## config.mk

```make
export PLATFORM = sky130hd
export DESIGN_NAME = sacl_ram
export DESIGN_NICKNAME = d
export VERILOG_FILES = /design/src/hdl/set_assoc_lru_cache_lookup_top_defines.svh /design/src/hdl/sacl_ram.sv
export SDC_FILE = /design/constraint.sdc
export NUM_CORES = 1
export LEC_CHECK = 0
export ABC_AREA = 1
export CAP_MARGIN = 30
export CORE_ASPECT_RATIO = 0.7
export CORE_MARGIN = 4
export CORE_UTILIZATION = 56
export CTS_CLUSTER_SIZE = 10
export DETAILED_ROUTE_END_ITERATION = 7
export DONT_BUFFER_PORTS = 1
export GPL_ROUTABILITY_DRIVEN = 0
export GPL_TIMING_DRIVEN = 0
export PLACE_DENSITY = 0.71
export SLEW_MARGIN = 10
export SYNTH_ARGS = -nofsm -noshare
export SYNTH_HDL_FRONTEND = slang
export SYNTH_SLANG_ARGS = --single-unit
```

## constraint.sdc

```tcl
create_clock -name clock -period 1.75 [get_ports clock]
set_input_delay 0.175 -clock clock [delete_from_list [all_inputs] [get_ports clock]]
set_output_delay 0.175 -clock clock [all_outputs]
set_load 0.01 [all_outputs]
```

## src/hdl/set_assoc_lru_cache_lookup_top_defines.svh

```systemverilog
// -----------------------------------------------------------------------------
// set_assoc_lru_cache_lookup_top_defines
// assertion macros shared by the cache lookup rtl
// -----------------------------------------------------------------------------
`ifndef SET_ASSOC_LRU_CACHE_LOOKUP_TOP_DEFINES_SVH
`define SET_ASSOC_LRU_CACHE_LOOKUP_TOP_DEFINES_SVH

// same-cycle implication, sampled on clock, off during reset
`define SACL_ASSERT_NOW(label, ante, cons, msg) \
   label: assert property (@(posedge clock) disable iff (reset) (ante) |-> (cons)) \
      else $error(msg);

// next-cycle implication, sampled on clock, off during reset
`define SACL_ASSERT_NEXT(label, ante, cons, msg) \
   label: assert property (@(posedge clock) disable iff (reset) (ante) |=> (cons)) \
      else $error(msg);

`endif

```

## src/hdl/sacl_ram.sv

```systemverilog
// -----------------------------------------------------------------------------
// sacl_ram
// generic ram, one write port, two read ports with registered read data
// -----------------------------------------------------------------------------
module sacl_ram #(
   parameter int WIDTH = 8,
   parameter int DEPTH = 16
) (
   input  logic                      clock,
   input  logic                      wr_en,
   input  logic [$clog2(DEPTH)-1:0]  wr_addr,
   input  logic [WIDTH-1:0]          wr_data,
   input  logic                      rd_en,
   input  logic [$clog2(DEPTH)-1:0]  rd_addr_a,
   input  logic [$clog2(DEPTH)-1:0]  rd_addr_b,
   output logic [WIDTH-1:0]          rd_data_a,
   output logic [WIDTH-1:0]          rd_data_b
);

   logic [WIDTH-1:0] mem_ff [DEPTH];
   logic [WIDTH-1:0] rd_data_a_ff;
   logic [WIDTH-1:0] rd_data_b_ff;

   always_ff @(posedge clock) begin
      if (wr_en) begin
         mem_ff[wr_addr] <= wr_data;
      end
      // read data holds while no read is issued
      if (rd_en) begin
         rd_data_a_ff <= mem_ff[rd_addr_a];
         rd_data_b_ff <= mem_ff[rd_addr_b];
      end
   end

   assign rd_data_a = rd_data_a_ff;
   assign rd_data_b = rd_data_b_ff;

endmodule
```

==> results.sh <==
export IMPL_cp_start_kind="flop"
export IMPL_clock_sinks=144
export IMPL_finalCritPeriodShare_pct=78.3
export IMPL_synth_top_area_share_pct=58.3
export IMPL_fill_cells=1017
export IMPL_place_ws_ns=0.136
export IMPL_clock_latency_ns=0.43
export IMPL_initial_core_util_pct=58.5
export IMPL_drt_iter0_drc=1616
export IMPL_synth_seq_cells=144
export IMPL_postRouteAntennaNets=0
export IMPL_antenna_found_initial=2
export IMPL_wl_per_cell_um=23.1
export IMPL_cts_resized=0
export IMPL_via_count=6749
export IMPL_postSynthAreaPerCell_sq_um=8.72
export IMPL_skew_ns=0.00736
export IMPL_grt_first_pass_wirelength_mm=35.6
export IMPL_routed_wl_mm=24.4
export IMPL_area_growth_pct=12.6
export IMPL_crit_type="reg2reg"
export IMPL_maxCapViolations=0
export IMPL_hold_class="in2reg"
export IMPL_critical_path_arrival_ns=1.54
export IMPL_ys_warn_count=0
export IMPL_htreeDepth=4
export IMPL_antenna_diode_count=0
export IMPL_cts_tree="done"
export IMPL_crit_required_ns=1.92
export IMPL_rsz0062_at_grt="no"
export IMPL_drc_errors=0
export IMPL_p_comb_share_pct=9.8
export IMPL_worstSetupStartpoint="mem_ff[0][1]"
export IMPL_fp_row_count=34
export IMPL_final_setup_tns_ns=0
export IMPL_timing_hold_worst_path_depth=2
export IMPL_drv_slew=0
export IMPL_final_core_util_pct=65.9
export IMPL_clk_path_buf_depth=2
export IMPL_r2r_end="rd_data_a[1]"
export IMPL_netlist_area_sq_um=7420
export IMPL_fmax_mhz=730
export IMPL_grt_max_degree=17
export IMPL_p_per_area_nw_per_um2=1060
export IMPL_core_sq_um=12700
export IMPL_cts_made_buffers=17
export IMPL_placed_cells=1013
export IMPL_netSwitchingFraction_pct=24.4
export IMPL_leakage_nw=3.73
export IMPL_slowest_delay_ns=0.38
export IMPL_slew_limit_headroom_pct=34.1
export IMPL_clockRootBuffer="clkbuf_16"
export IMPL_grt_usage_pct=31.6
export IMPL_final_cells=1053
export IMPL_whs_endpoint="mem_ff[3][3]"
export IMPL_grt_pass1_vias=6064
export IMPL_overflow=0
export IMPL_worstSetupEndpointType="flop"
export IMPL_drive_gt1_share_pct=8.75
export IMPL_finalHoldViolCount=0
export IMPL_setup_ws_ns=0.380
export IMPL_hpwlAfterDp_mm=16.2
export IMPL_layout_cell_area_non_filler_sq_um=8350
export IMPL_reg2reg_depth=6
export IMPL_place_area_sq_um=7620
export IMPL_cp_cell_sequence="inv_1, nand2_1, nand3_1, nand3_1, nand3_1, nand2_1"
export IMPL_p_seq_share_pct=44.8
export IMPL_syn_inst=851
export IMPL_crit_slowest_cell="edfxtp_1"
export IMPL_ir_drop_v=0.000928
export IMPL_fp_dieH_um=104
export IMPL_fin_crit_ns=1.37
export IMPL_outcome="finished, final reports clean"
export IMPL_via_per_inst=6.41
export IMPL_cpMostUsedCell="nand3_1"
export IMPL_worst_pin_slew_ns=0.985
export IMPL_syn_nets=874
export IMPL_power_frac_clock_pct=45.4
export IMPL_dieArea_sq_um=15200
export IMPL_worstPathMaxFanout=2
export IMPL_clkTransAtPathRegs_ns=0.06
export IMPL_min_delay_start="wr_en"
export IMPL_portBuffers=0
export IMPL_ys_top_cells_by_area="edfxtp_1 (58%), nand3_1 (15%), nand2_1 (14%), inv_1 (6.8%), buf_6 (2.1%)"
export IMPL_seq_area_frac_synth_pct=58.3
export IMPL_die_w_um=146
export IMPL_yosysTopAreaCell="edfxtp_1"
export IMPL_setup_viol=0
export IMPL_io_pins=39
export IMPL_nets=902
export IMPL_ys_types=12
export IMPL_r2r_slack_ns=0.38
export IMPL_r2r_start="mem_ff[0][1]"
export IMPL_p_switching_mw=2.15
export IMPL_intPower_mw=6.67
export IMPL_first_pass_iters=7
[cell type report]
class	instances	area [sq um]	area share, %
Clock buffer	18	429	5.14
Buffer	48	333	3.98
Tap cell	162	203	2.43
Timing Repair Buffer	9	90.1	1.08
Clock inverter	13	211	2.53
Inverter	138	518	6.20
Multi-Input combinational cell	521	2240	26.9
Sequential cell	144	4320	51.8
[worst max-delay path, delay by kind of cell, from the launching register on]
| kind | cells | cell delay [ns] |
|---|---|---|
| buffers and inverters | 1 | 0.17 |
| AND/OR/NAND/NOR | 5 | 0.56 |
| flip-flops | 1 | 0.38 |
[layout by cell type (no fill, tap or decap), types with 5 or more instances in the layout]
| cell | n |
|---|---|
| nand3_1 | 225 |
| clkbuf_16 | 17 |
| dlygate4sd3_1 | 9 |
| edfxtp_1 | 144 |
| buf_6 | 14 |
| bufinv_16 | 5 |
| inv_1 | 134 |
| nor2_1 | 17 |
| buf_2 | 26 |
| nand2_1 | 277 |
[routing by layer]
metal  GRT usage (%)  vias to the layer above  share of wire, %
met4            12.3                        4               4.7
met2            43.3                      712                39
met1            45.5                     3077                38
li1                -                     2810                 -
met3            11.9                      146                18
met5               0                        -              0.11
[timing repair]
action	in CTS	in global routing
hold endpoints to repair	144	0
hold buffers	9	0
buffers inserted	0	0
[Yosys cell counts (all sizes together)]
cell,number
nand3b,2
nand3,225
edfxtp,144
inv,138
clkbuf,3
nor2,17
nand2,277
buf,45
[flip-flops by register name (all words and copies together), names as in the netlist]
register	count
rd_data_a	8
rd_data_b	8
mem_ff	128
[power by group through the flow]
stage	clock [mW]	combinational, mW	sequential (mW)
4_1_cts	3.97	0.803	3.95
6_report	4.01	0.866	3.95
3_3_place_gp	0	0.701	4.02
5_1_grt	4.15	0.891	3.95
3_5_place_dp	0	0.714	4.02
2_1_floorplan	0	0.485	4.01
[per-stage QoR]
stage | total power, mW | hold WS (ns)
final | 8.82 | 0.206
after global routing | 9.00 | 0.240
after CTS | 8.72 | 0.207
after detailed placement | 4.73 | 0.275
after global placement | 4.72 | 0.275
after floorplan | 4.50 | 0.274
[worst max-delay path by stage]
stage | slack (ns) | endpoint
5_1_grt | 0.39 | rd_data_b[2]
3_5_place_dp | 0.14 | mem_ff[10][2]
2_1_floorplan | 0.62 | mem_ff[10][0]
4_1_cts | 0.47 | rd_data_b[1]
6_report | 0.38 | rd_data_a[1]
3_3_place_gp | 0.14 | rd_data_b[2]
[cell families after synthesis]
| logic type | synth area share [%] |
|---|---|
| flops | 58.3 |
| buf+inv | 11.5 |
| simple gates | 30.3 |
Power figures use the tool's default switching activity.
